--- config.mk ---
export PLATFORM = sky130hd
export DESIGN_NAME = datetime_text_to_epoch_parser_core
export DESIGN_NICKNAME = d
export VERILOG_FILES = /design/src/rtl/dtep_pkg.sv /design/src/rtl/dtep_ctrl.sv /design/src/rtl/dtep_datapath.sv /design/src/rtl/datetime_text_to_epoch_parser_core.sv
export SDC_FILE = /design/constraint.sdc
export NUM_CORES = 2
export LEC_CHECK = 0
export BUFFER_PORTS_ARGS = -buffer_cell sky130_fd_sc_hd__clkbuf_2
export CAP_MARGIN = 20
export CORE_AREA = 3 3 257 259
export DETAILED_ROUTE_END_ITERATION = 16
export DIE_AREA = 0 0 260 262
export PLACE_DENSITY = 0.7
export SYNTH_ARGS = -nofsm -noshare
export SYNTH_HDL_FRONTEND = slang
export SYNTH_SLANG_ARGS = --single-unit
--- constraint.sdc ---
create_clock -name clk -period 7.7 [get_ports clk]
set_input_delay 0.77 -clock clk [delete_from_list [all_inputs] [get_ports clk]]
set_output_delay 0.77 -clock clk [all_outputs]
set_load 0.01 [all_outputs]
--- src/rtl/dtep_pkg.sv ---
// Shared types and widths for the date-time text to epoch parser.
// Used by the controller, the datapath, the top level and the checker.
package dtep_pkg;

  localparam int EPOCH_W = 39;
  localparam int FRAC_W  = 20;

  // Commands from the controller to the datapath.
  typedef struct packed {
    logic take_char;
    logic capture;
    logic era;
    logic yoe;
    logic doe;
    logic days;
    logic secs;
    logic scale;
    logic finish;
  } dtep_cmd_t;

  // Status from the datapath to the controller.
  typedef struct packed {
    logic frac_full;
  } dtep_status_t;

endpackage

--- src/rtl/dtep_ctrl.sv ---
// Controller for the date-time parser: item flow and epoch sequencing.
// Depends on dtep_pkg for the command and status structs.
module dtep_ctrl import dtep_pkg::*; (
  input  logic         clk,
  input  logic         rst,
  input  logic         in_valid,
  input  logic         end_token,
  output logic         in_stall,
  output logic         out_valid,
  input  logic         out_stall,
  output dtep_cmd_t    cmd,
  input  dtep_status_t status
);

  typedef enum logic [6:0] {
    S_RUN   = 7'b0000001,
    S_ERA   = 7'b0000010,
    S_YOE   = 7'b0000100,
    S_DOE   = 7'b0001000,
    S_DAYS  = 7'b0010000,
    S_SECS  = 7'b0100000,
    S_SCALE = 7'b1000000
  } ctrl_state_t;

  ctrl_state_t state;
  ctrl_state_t state_next;
  logic        out_full;
  logic        out_full_next;
  logic        accept;

  // Characters flow while a result waits; only a new end item has to wait.
  assign in_stall  = (state != S_RUN) || (out_full && end_token);
  assign accept    = in_valid && !in_stall;
  assign out_valid = out_full;

  always_comb begin
    cmd        = '0;
    state_next = state;
    unique case (state)
      S_RUN: begin
        if (accept) begin
          if (end_token) begin
            cmd.capture = 1'b1;
            state_next  = S_ERA;
          end else begin
            cmd.take_char = 1'b1;
          end
        end
      end
      S_ERA: begin
        cmd.era    = 1'b1;
        state_next = S_YOE;
      end
      S_YOE: begin
        cmd.yoe    = 1'b1;
        state_next = S_DOE;
      end
      S_DOE: begin
        cmd.doe    = 1'b1;
        state_next = S_DAYS;
      end
      S_DAYS: begin
        cmd.days   = 1'b1;
        state_next = S_SECS;
      end
      S_SECS: begin
        cmd.secs   = 1'b1;
        state_next = S_SCALE;
      end
      S_SCALE: begin
        if (status.frac_full) begin
          cmd.finish = 1'b1;
          state_next = S_RUN;
        end else begin
          cmd.scale = 1'b1;
        end
      end
      default: state_next = S_RUN;
    endcase
    out_full_next = cmd.finish || (out_full && out_stall);
  end

  always_ff @(posedge clk) begin
    if (rst) begin
      state    <= S_RUN;
      out_full <= 1'b0;
    end else begin
      state    <= state_next;
      out_full <= out_full_next;
    end
  end

endmodule

--- src/rtl/dtep_datapath.sv ---
// Datapath for the date-time parser: character lexer, field registers,
// days-from-civil stages, fraction scaling and the result register.
// Depends on dtep_pkg for the command and status structs and field widths.
module dtep_datapath import dtep_pkg::*; #(
  parameter int FRAC_DIGITS = 6
) (
  input  logic                      clk,
  input  logic                      rst,
  input  dtep_cmd_t                 cmd,
  output dtep_status_t              status,
  input  logic [7:0]                symbol,
  output logic                      ok,
  output logic signed [EPOCH_W-1:0] epoch_seconds,
  output logic [FRAC_W-1:0]         fraction_micro
);

  localparam int              FCW       = $clog2(FRAC_DIGITS + 1);
  localparam logic [FCW-1:0]  FRAC_LAST = FCW'(FRAC_DIGITS);

  localparam logic [7:0] CHAR_0     = 8'h30;
  localparam logic [7:0] CHAR_9     = 8'h39;
  localparam logic [7:0] CHAR_TAB   = 8'h09;
  localparam logic [7:0] CHAR_CR    = 8'h0D;
  localparam logic [7:0] CHAR_SPACE = 8'h20;
  localparam logic [7:0] CHAR_DASH  = 8'h2D;
  localparam logic [7:0] CHAR_COLON = 8'h3A;
  localparam logic [7:0] CHAR_DOT   = 8'h2E;
  localparam logic [7:0] CHAR_T     = 8'h54;
  localparam logic [7:0] CHAR_Z     = 8'h5A;

  // floor(ys / 400) as (ys * ERA_RECIP) >> ERA_SHIFT, then one correction
  localparam logic [13:0]        ERA_RECIP   = 14'd10486;
  localparam int                 ERA_SHIFT   = 22;
  localparam logic [13:0]        YEARS_ERA   = 14'd400;
  localparam logic signed [24:0] DAYS_ERA    = 25'sd146097;
  localparam logic signed [24:0] EPOCH_DAYS  = 25'sd719468;
  localparam logic signed [39:0] SEC_PER_DAY = 40'sd86400;

  typedef enum logic [10:0] {
    PH_LEAD   = 11'h001,
    PH_YEAR   = 11'h002,
    PH_MONTH  = 11'h004,
    PH_DAY    = 11'h008,
    PH_SPACE  = 11'h010,
    PH_HOUR   = 11'h020,
    PH_MINUTE = 11'h040,
    PH_SECOND = 11'h080,
    PH_FRAC   = 11'h100,
    PH_ZED    = 11'h200,
    PH_TRAIL  = 11'h400
  } phase_t;

  // Day of the March-based year on which a month starts.
  function automatic logic [8:0] month_start(input logic [6:0] m);
    logic [8:0] r;
    unique case (m)
      7'd3:    r = 9'd0;
      7'd4:    r = 9'd31;
      7'd5:    r = 9'd61;
      7'd6:    r = 9'd92;
      7'd7:    r = 9'd122;
      7'd8:    r = 9'd153;
      7'd9:    r = 9'd184;
      7'd10:   r = 9'd214;
      7'd11:   r = 9'd245;
      7'd12:   r = 9'd275;
      7'd1:    r = 9'd306;
      7'd2:    r = 9'd337;
      default: r = 9'd0;
    endcase
    return r;
  endfunction

  function automatic logic [6:0] add_digit(input logic [6:0] v, input logic [3:0] d);
    return 7'(v * 7'd10 + 7'(d));
  endfunction

  // Lexer state
  phase_t           phase, phase_next;
  logic [2:0]       dcount, dcount_next;
  logic [13:0]      year, year_next;
  logic [6:0]       month, month_next;
  logic [6:0]       day, day_next;
  logic [6:0]       hour, hour_next;
  logic [6:0]       minute, minute_next;
  logic [6:0]       second, second_next;
  logic [FRAC_W-1:0] frac, frac_next;
  logic [FCW-1:0]   fcount, fcount_next;
  logic             err, err_next;

  logic       dg, ws, have, small_ovf, bad, accepting, ok_now;
  logic [3:0] dv;
  logic [2:0] small_inc;
  logic [FCW-1:0] fcount_inc;

  // Epoch stages
  logic                     ok_r;
  logic [13:0]              ys, ys_r;
  logic [8:0]               doy, doy_r;
  logic [16:0]              tod, tod_r;
  logic [27:0]              est_prod;
  logic [4:0]               est_r;
  logic [13:0]              est_x400;
  logic [4:0]               era_r;
  logic [8:0]               yoe_r;
  logic [1:0]               cent;
  logic [17:0]              doe, doe_r;
  logic signed [5:0]        era_m1;
  logic signed [24:0]       days_wide;
  logic signed [22:0]       days_r;
  logic signed [39:0]       secs_wide;
  logic signed [EPOCH_W-1:0] secs_r;

  assign dg         = (symbol >= CHAR_0) && (symbol <= CHAR_9);
  assign ws         = (symbol == CHAR_SPACE) || ((symbol >= CHAR_TAB) && (symbol <= CHAR_CR));
  assign dv         = symbol[3:0];
  assign have       = (dcount != 3'd0);
  assign small_ovf  = (dcount >= 3'd2);
  assign small_inc  = dcount + 3'd1;
  assign fcount_inc = fcount + FCW'(1);

  assign status.frac_full = (fcount == FRAC_LAST);

  always_comb begin
    phase_next  = phase;
    dcount_next = dcount;
    year_next   = year;
    month_next  = month;
    day_next    = day;
    hour_next   = hour;
    minute_next = minute;
    second_next = second;
    frac_next   = frac;
    fcount_next = fcount;
    bad         = 1'b0;
    unique case (phase)
      PH_LEAD: begin
        if (dg) begin
          year_next   = 14'(dv);
          dcount_next = 3'd1;
          phase_next  = PH_YEAR;
        end else if (!ws) begin
          bad = 1'b1;
        end
      end
      PH_YEAR: begin
        if (dg && dcount < 3'd4) begin
          year_next   = 14'(year * 14'd10 + 14'(dv));
          dcount_next = small_inc;
        end else if (symbol == CHAR_DASH && dcount == 3'd4) begin
          dcount_next = 3'd0;
          phase_next  = PH_MONTH;
        end else begin
          bad = 1'b1;
        end
      end
      PH_MONTH: begin
        if (dg) begin
          if (small_ovf) begin
            bad = 1'b1;
          end else begin
            month_next  = add_digit(month, dv);
            dcount_next = small_inc;
          end
        end else if (symbol == CHAR_DASH && have) begin
          dcount_next = 3'd0;
          phase_next  = PH_DAY;
        end else begin
          bad = 1'b1;
        end
      end
      PH_DAY: begin
        if (dg) begin
          if (small_ovf) begin
            bad = 1'b1;
          end else begin
            day_next    = add_digit(day, dv);
            dcount_next = small_inc;
          end
        end else if (have && symbol == CHAR_SPACE) begin
          phase_next = PH_SPACE;
        end else if (have && symbol == CHAR_T) begin
          dcount_next = 3'd0;
          phase_next  = PH_HOUR;
        end else if (have && ws) begin
          phase_next = PH_TRAIL;
        end else begin
          bad = 1'b1;
        end
      end
      PH_SPACE: begin
        // a digit makes the space a separator, anything blank ends the token
        if (dg) begin
          hour_next   = 7'(dv);
          dcount_next = 3'd1;
          phase_next  = PH_HOUR;
        end else if (ws) begin
          phase_next = PH_TRAIL;
        end else begin
          bad = 1'b1;
        end
      end
      PH_HOUR: begin
        if (dg) begin
          if (small_ovf) begin
            bad = 1'b1;
          end else begin
            hour_next   = add_digit(hour, dv);
            dcount_next = small_inc;
          end
        end else if (symbol == CHAR_COLON && have) begin
          dcount_next = 3'd0;
          phase_next  = PH_MINUTE;
        end else begin
          bad = 1'b1;
        end
      end
      PH_MINUTE: begin
        if (dg) begin
          if (small_ovf) begin
            bad = 1'b1;
          end else begin
            minute_next = add_digit(minute, dv);
            dcount_next = small_inc;
          end
        end else if (have && symbol == CHAR_COLON) begin
          dcount_next = 3'd0;
          phase_next  = PH_SECOND;
        end else if (have && symbol == CHAR_Z) begin
          phase_next = PH_ZED;
        end else if (have && ws) begin
          phase_next = PH_TRAIL;
        end else begin
          bad = 1'b1;
        end
      end
      PH_SECOND: begin
        if (dg) begin
          if (small_ovf) begin
            bad = 1'b1;
          end else begin
            second_next = add_digit(second, dv);
            dcount_next = small_inc;
          end
        end else if (have && symbol == CHAR_DOT) begin
          phase_next = PH_FRAC;
        end else if (have && symbol == CHAR_Z) begin
          phase_next = PH_ZED;
        end else if (have && ws) begin
          phase_next = PH_TRAIL;
        end else begin
          bad = 1'b1;
        end
      end
      PH_FRAC: begin
        if (dg) begin
          // drop digits past the kept precision
          if (fcount < FRAC_LAST) begin
            frac_next   = FRAC_W'(frac * FRAC_W'(10) + FRAC_W'(dv));
            fcount_next = fcount_inc;
          end
        end else if (fcount != '0 && symbol == CHAR_Z) begin
          phase_next = PH_ZED;
        end else if (fcount != '0 && ws) begin
          phase_next = PH_TRAIL;
        end else begin
          bad = 1'b1;
        end
      end
      PH_ZED, PH_TRAIL: begin
        if (ws) begin
          phase_next = PH_TRAIL;
        end else begin
          bad = 1'b1;
        end
      end
      default: bad = 1'b1;
    endcase
    err_next = err || bad;
  end

  always_comb begin
    unique case (phase)
      PH_DAY, PH_MINUTE, PH_SECOND: accepting = have;
      PH_FRAC:                      accepting = (fcount != '0);
      PH_SPACE, PH_ZED, PH_TRAIL:   accepting = 1'b1;
      default:                      accepting = 1'b0;
    endcase
  end

  assign ok_now = !err && accepting
               && (month >= 7'd1) && (month <= 7'd12)
               && (day >= 7'd1) && (day <= 7'd31)
               && (hour <= 7'd23) && (minute <= 7'd59) && (second <= 7'd60);

  // January and February count to the previous March-based year.
  assign ys  = 14'(year + YEARS_ERA - 14'(month <= 7'd2));
  assign doy = 9'(month_start(month) + 9'(day) - 9'd1);
  assign tod = 17'(17'(hour) * 17'd3600 + 17'(minute) * 17'd60 + 17'(second));

  assign est_prod = 28'(ys_r) * 28'(ERA_RECIP);
  assign est_x400 = 14'(est_r * YEARS_ERA);

  always_comb begin
    if (yoe_r >= 9'd300) begin
      cent = 2'd3;
    end else if (yoe_r >= 9'd200) begin
      cent = 2'd2;
    end else if (yoe_r >= 9'd100) begin
      cent = 2'd1;
    end else begin
      cent = 2'd0;
    end
  end

  assign doe = 18'(18'(yoe_r) * 18'd365 + 18'(yoe_r[8:2]) - 18'(cent) + 18'(doy_r));

  assign era_m1    = $signed({1'b0, era_r}) - 6'sd1;
  assign days_wide = 25'(era_m1) * DAYS_ERA + $signed({7'b0, doe_r}) - EPOCH_DAYS;
  assign secs_wide = 40'(days_r) * SEC_PER_DAY + $signed({23'b0, tod_r});

  always_ff @(posedge clk) begin
    if (rst || cmd.finish) begin
      phase  <= PH_LEAD;
      dcount <= 3'd0;
      year   <= '0;
      month  <= '0;
      day    <= '0;
      hour   <= '0;
      minute <= '0;
      second <= '0;
      frac   <= '0;
      fcount <= '0;
      err    <= 1'b0;
    end else if (cmd.take_char && !err) begin
      phase  <= phase_next;
      dcount <= dcount_next;
      year   <= year_next;
      month  <= month_next;
      day    <= day_next;
      hour   <= hour_next;
      minute <= minute_next;
      second <= second_next;
      frac   <= frac_next;
      fcount <= fcount_next;
      err    <= err_next;
    end else if (cmd.scale) begin
      // pad the fraction out to the full precision
      frac   <= FRAC_W'(frac * FRAC_W'(10));
      fcount <= fcount_inc;
    end
  end

  always_ff @(posedge clk) begin
    if (cmd.capture) begin
      ok_r  <= ok_now;
      ys_r  <= ys;
      doy_r <= doy;
      tod_r <= tod;
    end
    if (cmd.era) begin
      est_r <= est_prod[ERA_SHIFT +: 5];
    end
    if (cmd.yoe) begin
      if (est_x400 > ys_r) begin
        era_r <= est_r - 5'd1;
        yoe_r <= 9'(ys_r - est_x400 + YEARS_ERA);
      end else begin
        era_r <= est_r;
        yoe_r <= 9'(ys_r - est_x400);
      end
    end
    if (cmd.doe) begin
      doe_r <= doe;
    end
    if (cmd.days) begin
      days_r <= 23'(days_wide);
    end
    if (cmd.secs) begin
      secs_r <= EPOCH_W'(secs_wide);
    end
    if (cmd.finish) begin
      ok             <= ok_r;
      epoch_seconds  <= ok_r ? secs_r : '0;
      fraction_micro <= ok_r ? frac : '0;
    end
  end

endmodule

--- src/rtl/datetime_text_to_epoch_parser_core.sv ---
// Date-time text to Unix epoch parser, top level.
// Usage:
//   The input channel (in_valid / in_stall) carries one item per character:
//   symbol holds the ASCII code, end_token marks the item that closes the
//   token and carries no character. Characters are taken one per cycle
//   unless a token is in the computation. The end item starts the epoch
//   computation; the output channel (out_valid / out_stall) then presents
//   ok, epoch_seconds and fraction_micro. ok is 0 for a malformed or
//   out-of-range token, and the other fields are zero in that case.
//   After the end item the days-from-civil chain runs as five registered
//   steps, and the fraction is then padded to FRAC_DIGITS digits by one
//   multiply-by-ten per cycle. One token is in the computation at a time.
//   The result sits in an output register; characters of the next token are
//   taken while it waits, and only the next end item is held off until the
//   receiver takes it. A stalled result holds its value.
//   Reset (rst, synchronous) returns the lexer to leading whitespace and
//   drops any pending result.
// Depends on dtep_pkg, dtep_ctrl and dtep_datapath.
module datetime_text_to_epoch_parser_core import dtep_pkg::*; #(
  parameter int FRAC_DIGITS = 6
) (
  input  logic                      clk,
  input  logic                      rst,
  input  logic                      in_valid,
  output logic                      in_stall,
  input  logic [7:0]                symbol,
  input  logic                      end_token,
  output logic                      out_valid,
  input  logic                      out_stall,
  output logic                      ok,
  output logic signed [EPOCH_W-1:0] epoch_seconds,
  output logic [FRAC_W-1:0]         fraction_micro
);

  dtep_cmd_t    cmd;
  dtep_status_t status;

  dtep_ctrl u_ctrl (
    .clk       (clk),
    .rst       (rst),
    .in_valid  (in_valid),
    .end_token (end_token),
    .in_stall  (in_stall),
    .out_valid (out_valid),
    .out_stall (out_stall),
    .cmd       (cmd),
    .status    (status)
  );

  dtep_datapath #(
    .FRAC_DIGITS (FRAC_DIGITS)
  ) u_datapath (
    .clk            (clk),
    .rst            (rst),
    .cmd            (cmd),
    .status         (status),
    .symbol         (symbol),
    .ok             (ok),
    .epoch_seconds  (epoch_seconds),
    .fraction_micro (fraction_micro)
  );

endmodule

==> flow_metrics.env <==
export IMPL_status="finished clean"
export IMPL_multi_input_area_mm2=0.02134
export IMPL_worst_path_max_fanout=7
export IMPL_synth_main_ff_cell="edfxtp_1"
export IMPL_fillers=5708
export IMPL_placedCellCount=4112
export IMPL_final_common_cell="inv_1"
export IMPL_period_minus_slack_ns=6.200
export IMPL_die_w_um=260
export IMPL_drive_gt1_share_pct=5.681
export IMPL_cp_data_arrival_time_ns=6.49
export IMPL_finalHoldWorstSlack_ns=0.4158
export IMPL_hp_class="reg2reg"
export IMPL_syn_area_mm2=0.03180
export IMPL_syn_inst=3221
export IMPL_p_leak_nw=16.03
export IMPL_pre_cts_ws_ns=1.560
export IMPL_peakVddDrop_v=0.0001900
export IMPL_ant_nets=0
export IMPL_worstSetupPathType="reg2reg"
export IMPL_grt_use_total_pct=19.11
export IMPL_wl_um=62860
export IMPL_fin_cells=4182
export IMPL_dp_hpwl_um=50890
export IMPL_cts_tree="built"
export IMPL_syn_nets=4054
export IMPL_required_ns=7.99
export IMPL_synth_top_cell_area_share_pct=22.70
export IMPL_clk_latency_ns=0.56
export IMPL_fin_crit_sh_pct=80.51
export IMPL_synth_seq_area_share_pct=25.44
export IMPL_grt_ovfl_total=0
export IMPL_cts_path_max_buffers=3
export IMPL_maxSlewViolCount=0
export IMPL_drt_iter0_markers=1044
export IMPL_clk_pin_slew_ns=0.06
export IMPL_cts_resized_gates=0
export IMPL_worst_pin_slew_ns=1.037
export IMPL_yosys_top_cells_area="ha_1 (23%), edfxtp_1 (19%), fa_1 (15%), inv_1 (6.9%), dfxtp_1 (6.5%)"
export IMPL_route_detailed_drc=0
export IMPL_hold_viol_final=0
export IMPL_p_per_area_mw_per_mm2=124.0
export IMPL_antenna_found_initial=1
export IMPL_setup_tns_ns=0
export IMPL_maxCapViolCount=0
export IMPL_drt_first_pass_iters=5
export IMPL_rsz0062_at_grt="false"
export IMPL_final_cell_mix="inv_1 (584), ha_1 (577), fa_1 (243)"
export IMPL_htree_levels=2
export IMPL_gp_congestion=0.8779
export IMPL_postCtsSetupBuffers=0
export IMPL_slew_headroom_pct=30.31
export IMPL_synthToLayoutAreaGrowth_pct=8.161
export IMPL_viasPerCell=5.206
export IMPL_coreArea_mm2=0.06412
export IMPL_yosysUniqueCellTypes=81
export IMPL_ys_ff_latch=304
export IMPL_initial_core_util_pct=49.59
export IMPL_grt_pass1_wl_um=107600
export IMPL_synth_edff_count=200
export IMPL_num_rows=93
export IMPL_antenna_cells=0
export IMPL_vias=21770
export IMPL_r2r_slack_ns=1.50
export IMPL_synthArstFlopShare_pct=0
export IMPL_critPathCaptureType="flip-flop"
export IMPL_max_freq_ghz=0.1613
export IMPL_grt_pass1_vias=22080
export IMPL_critPathLaunchType="flip-flop"
export IMPL_nets=4131
export IMPL_cts_hold_fix_buffers=0
export IMPL_regArea_mm2=0.008088
export IMPL_wire_per_inst_um=15.03
export IMPL_clkSinkCount=304
export IMPL_postLayoutSetupSlackWorst_ns=1.501
export IMPL_io_buffers=74
export IMPL_die_area_mm2=0.06812
export IMPL_finalSetupViolCount=0
export IMPL_grt_max_degree=59
export IMPL_numCtsBuffers=38
export IMPL_cts_root_buffer="clkbuf_16"
export IMPL_yosys_warnings=0
export IMPL_die_h_um=262
export IMPL_yosysTopAreaCell="ha_1"
export IMPL_synth_avg_cell_area_um2=9.872
export IMPL_io_pins=75
export IMPL_fin_skew_ns=0.02130
==> stage by stage <==
stage | instance area (µm²) | total power [W] | utilization, %
detailed placement | 33170 | 0.002575 | 51.74
global route | 34390 | 0.004540 | 53.64
CTS | 34380 | 0.004335 | 53.63
finish | 34390 | 0.004265 | 53.64
global placement | 33170 | 0.002555 | 51.73
floorplan | 31800 | 0.002385 | -
==> sequential cells by signal, summed over array words and instances (netlist names), 11 cells and up, named ones only <==
signal	flops
u_datapath.days_r	23
u_datapath.tod_r	17
u_datapath.ys_r	14
u_datapath.doe_r	18
u_datapath.frac	20
u_datapath.fraction_micro	20
u_datapath.epoch_seconds	39
u_datapath.year	14
u_datapath.secs_r	39
u_datapath.phase	11
==> per-layer routing <==
metal	vias up	routed length [µm]	GRT usage [%]
met4	2	1397	4.921
met2	333	29900	33.15
li1	11040	-	-
met3	78	2212	2.563
met5	-	8	0
met1	10320	29340	25.24
==> logic make-up (layout without fill, tap and decap cells) <==
| group | count (synthesis) | count (layout) | share of synthesized area, % |
|---|---|---|---|
| fa+ha+maj | 820 | 820 | 38.00 |
| simple gates | 692 | 692 | 11.23 |
| buf+inv | 637 | 743 | 7.528 |
| compound gates | 487 | 487 | 9.841 |
| flops | 304 | 304 | 25.44 |
| xor+xnor | 248 | 248 | 6.831 |
| mux | 33 | 33 | 1.133 |
==> worst max-delay path, cell delays in order, from the launching register on <==
cell      delay (ns)
edfxtp_1        0.49
ha_1            0.36
ha_1            0.31
fa_1            0.54
inv_1           0.06
fa_1            0.50
fa_1            0.54
inv_1           0.04
ha_1            0.38
a21o_1          0.20
a31o_2          0.22
o32a_1          0.38
nor3_1          0.38
a211oi_1        0.14
a311oi_1        0.59
and4_1          0.33
nand3_1         0.14
nand3b_1        0.21
xnor2_1         0.14
==> final timing paths <==
check	cells past startpoint	start	endpoint
hold / removal	0	u_datapath.tod_r[4]$_DFFE_PP_	u_datapath.secs_r[4]$_DFFE_PP_
setup reg to reg	18	u_datapath.days_r[7]$_DFFE_PN_	u_datapath.secs_r[37]$_DFFE_PP_
setup / recovery	18	u_datapath.days_r[7]$_DFFE_PN_	u_datapath.secs_r[37]$_DFFE_PP_
hold reg to reg	0	u_datapath.tod_r[4]$_DFFE_PP_	u_datapath.secs_r[4]$_DFFE_PP_
==> cell usage after synthesis (all sizes together), types with 5 or more instances <==
master	instances
o21bai	19
nand2b	21
a21o	54
a21boi	11
nor2	177
o211ai	17
a21oi	144
nor2b	32
mux2i	27
nand3	54
and3	18
inv	584
o21a	20
ha	577
or4	5
nand2	142
a211oi	33
a31o	7
fa	243
or3	20
or2	10
nor3b	17
nor4b	12
a211o	6
o31ai	6
buf	7
nand4	21
and4	5
edfxtp	200
nor3	46
nor4	13
and2	76
nand4b	7
o311ai	6
xor2	79
xnor2	169
dfxtp	104
o21ai	109
nand3b	8
clkbuf	46
a31oi	8
==> final cells by class <==
class	instances	share of cell area, %
Sequential cell	304	23.52
Multi-Input combinational cell	2280	62.06
Tap cell	855	3.111
Clock inverter	23	0.6039
Timing Repair Buffer	90	1.419
Inverter	584	6.374
Clock buffer	46	2.914
==> where the power goes <==
part	internal (W)	total (W)	switching, W
registers	0.00175	0.00177	0.0000177
logic	0.000338	0.000765	0.000427
clock network	0.00101	0.00173	0.000722
No activity file was read; power rests on OpenSTA's default activity.
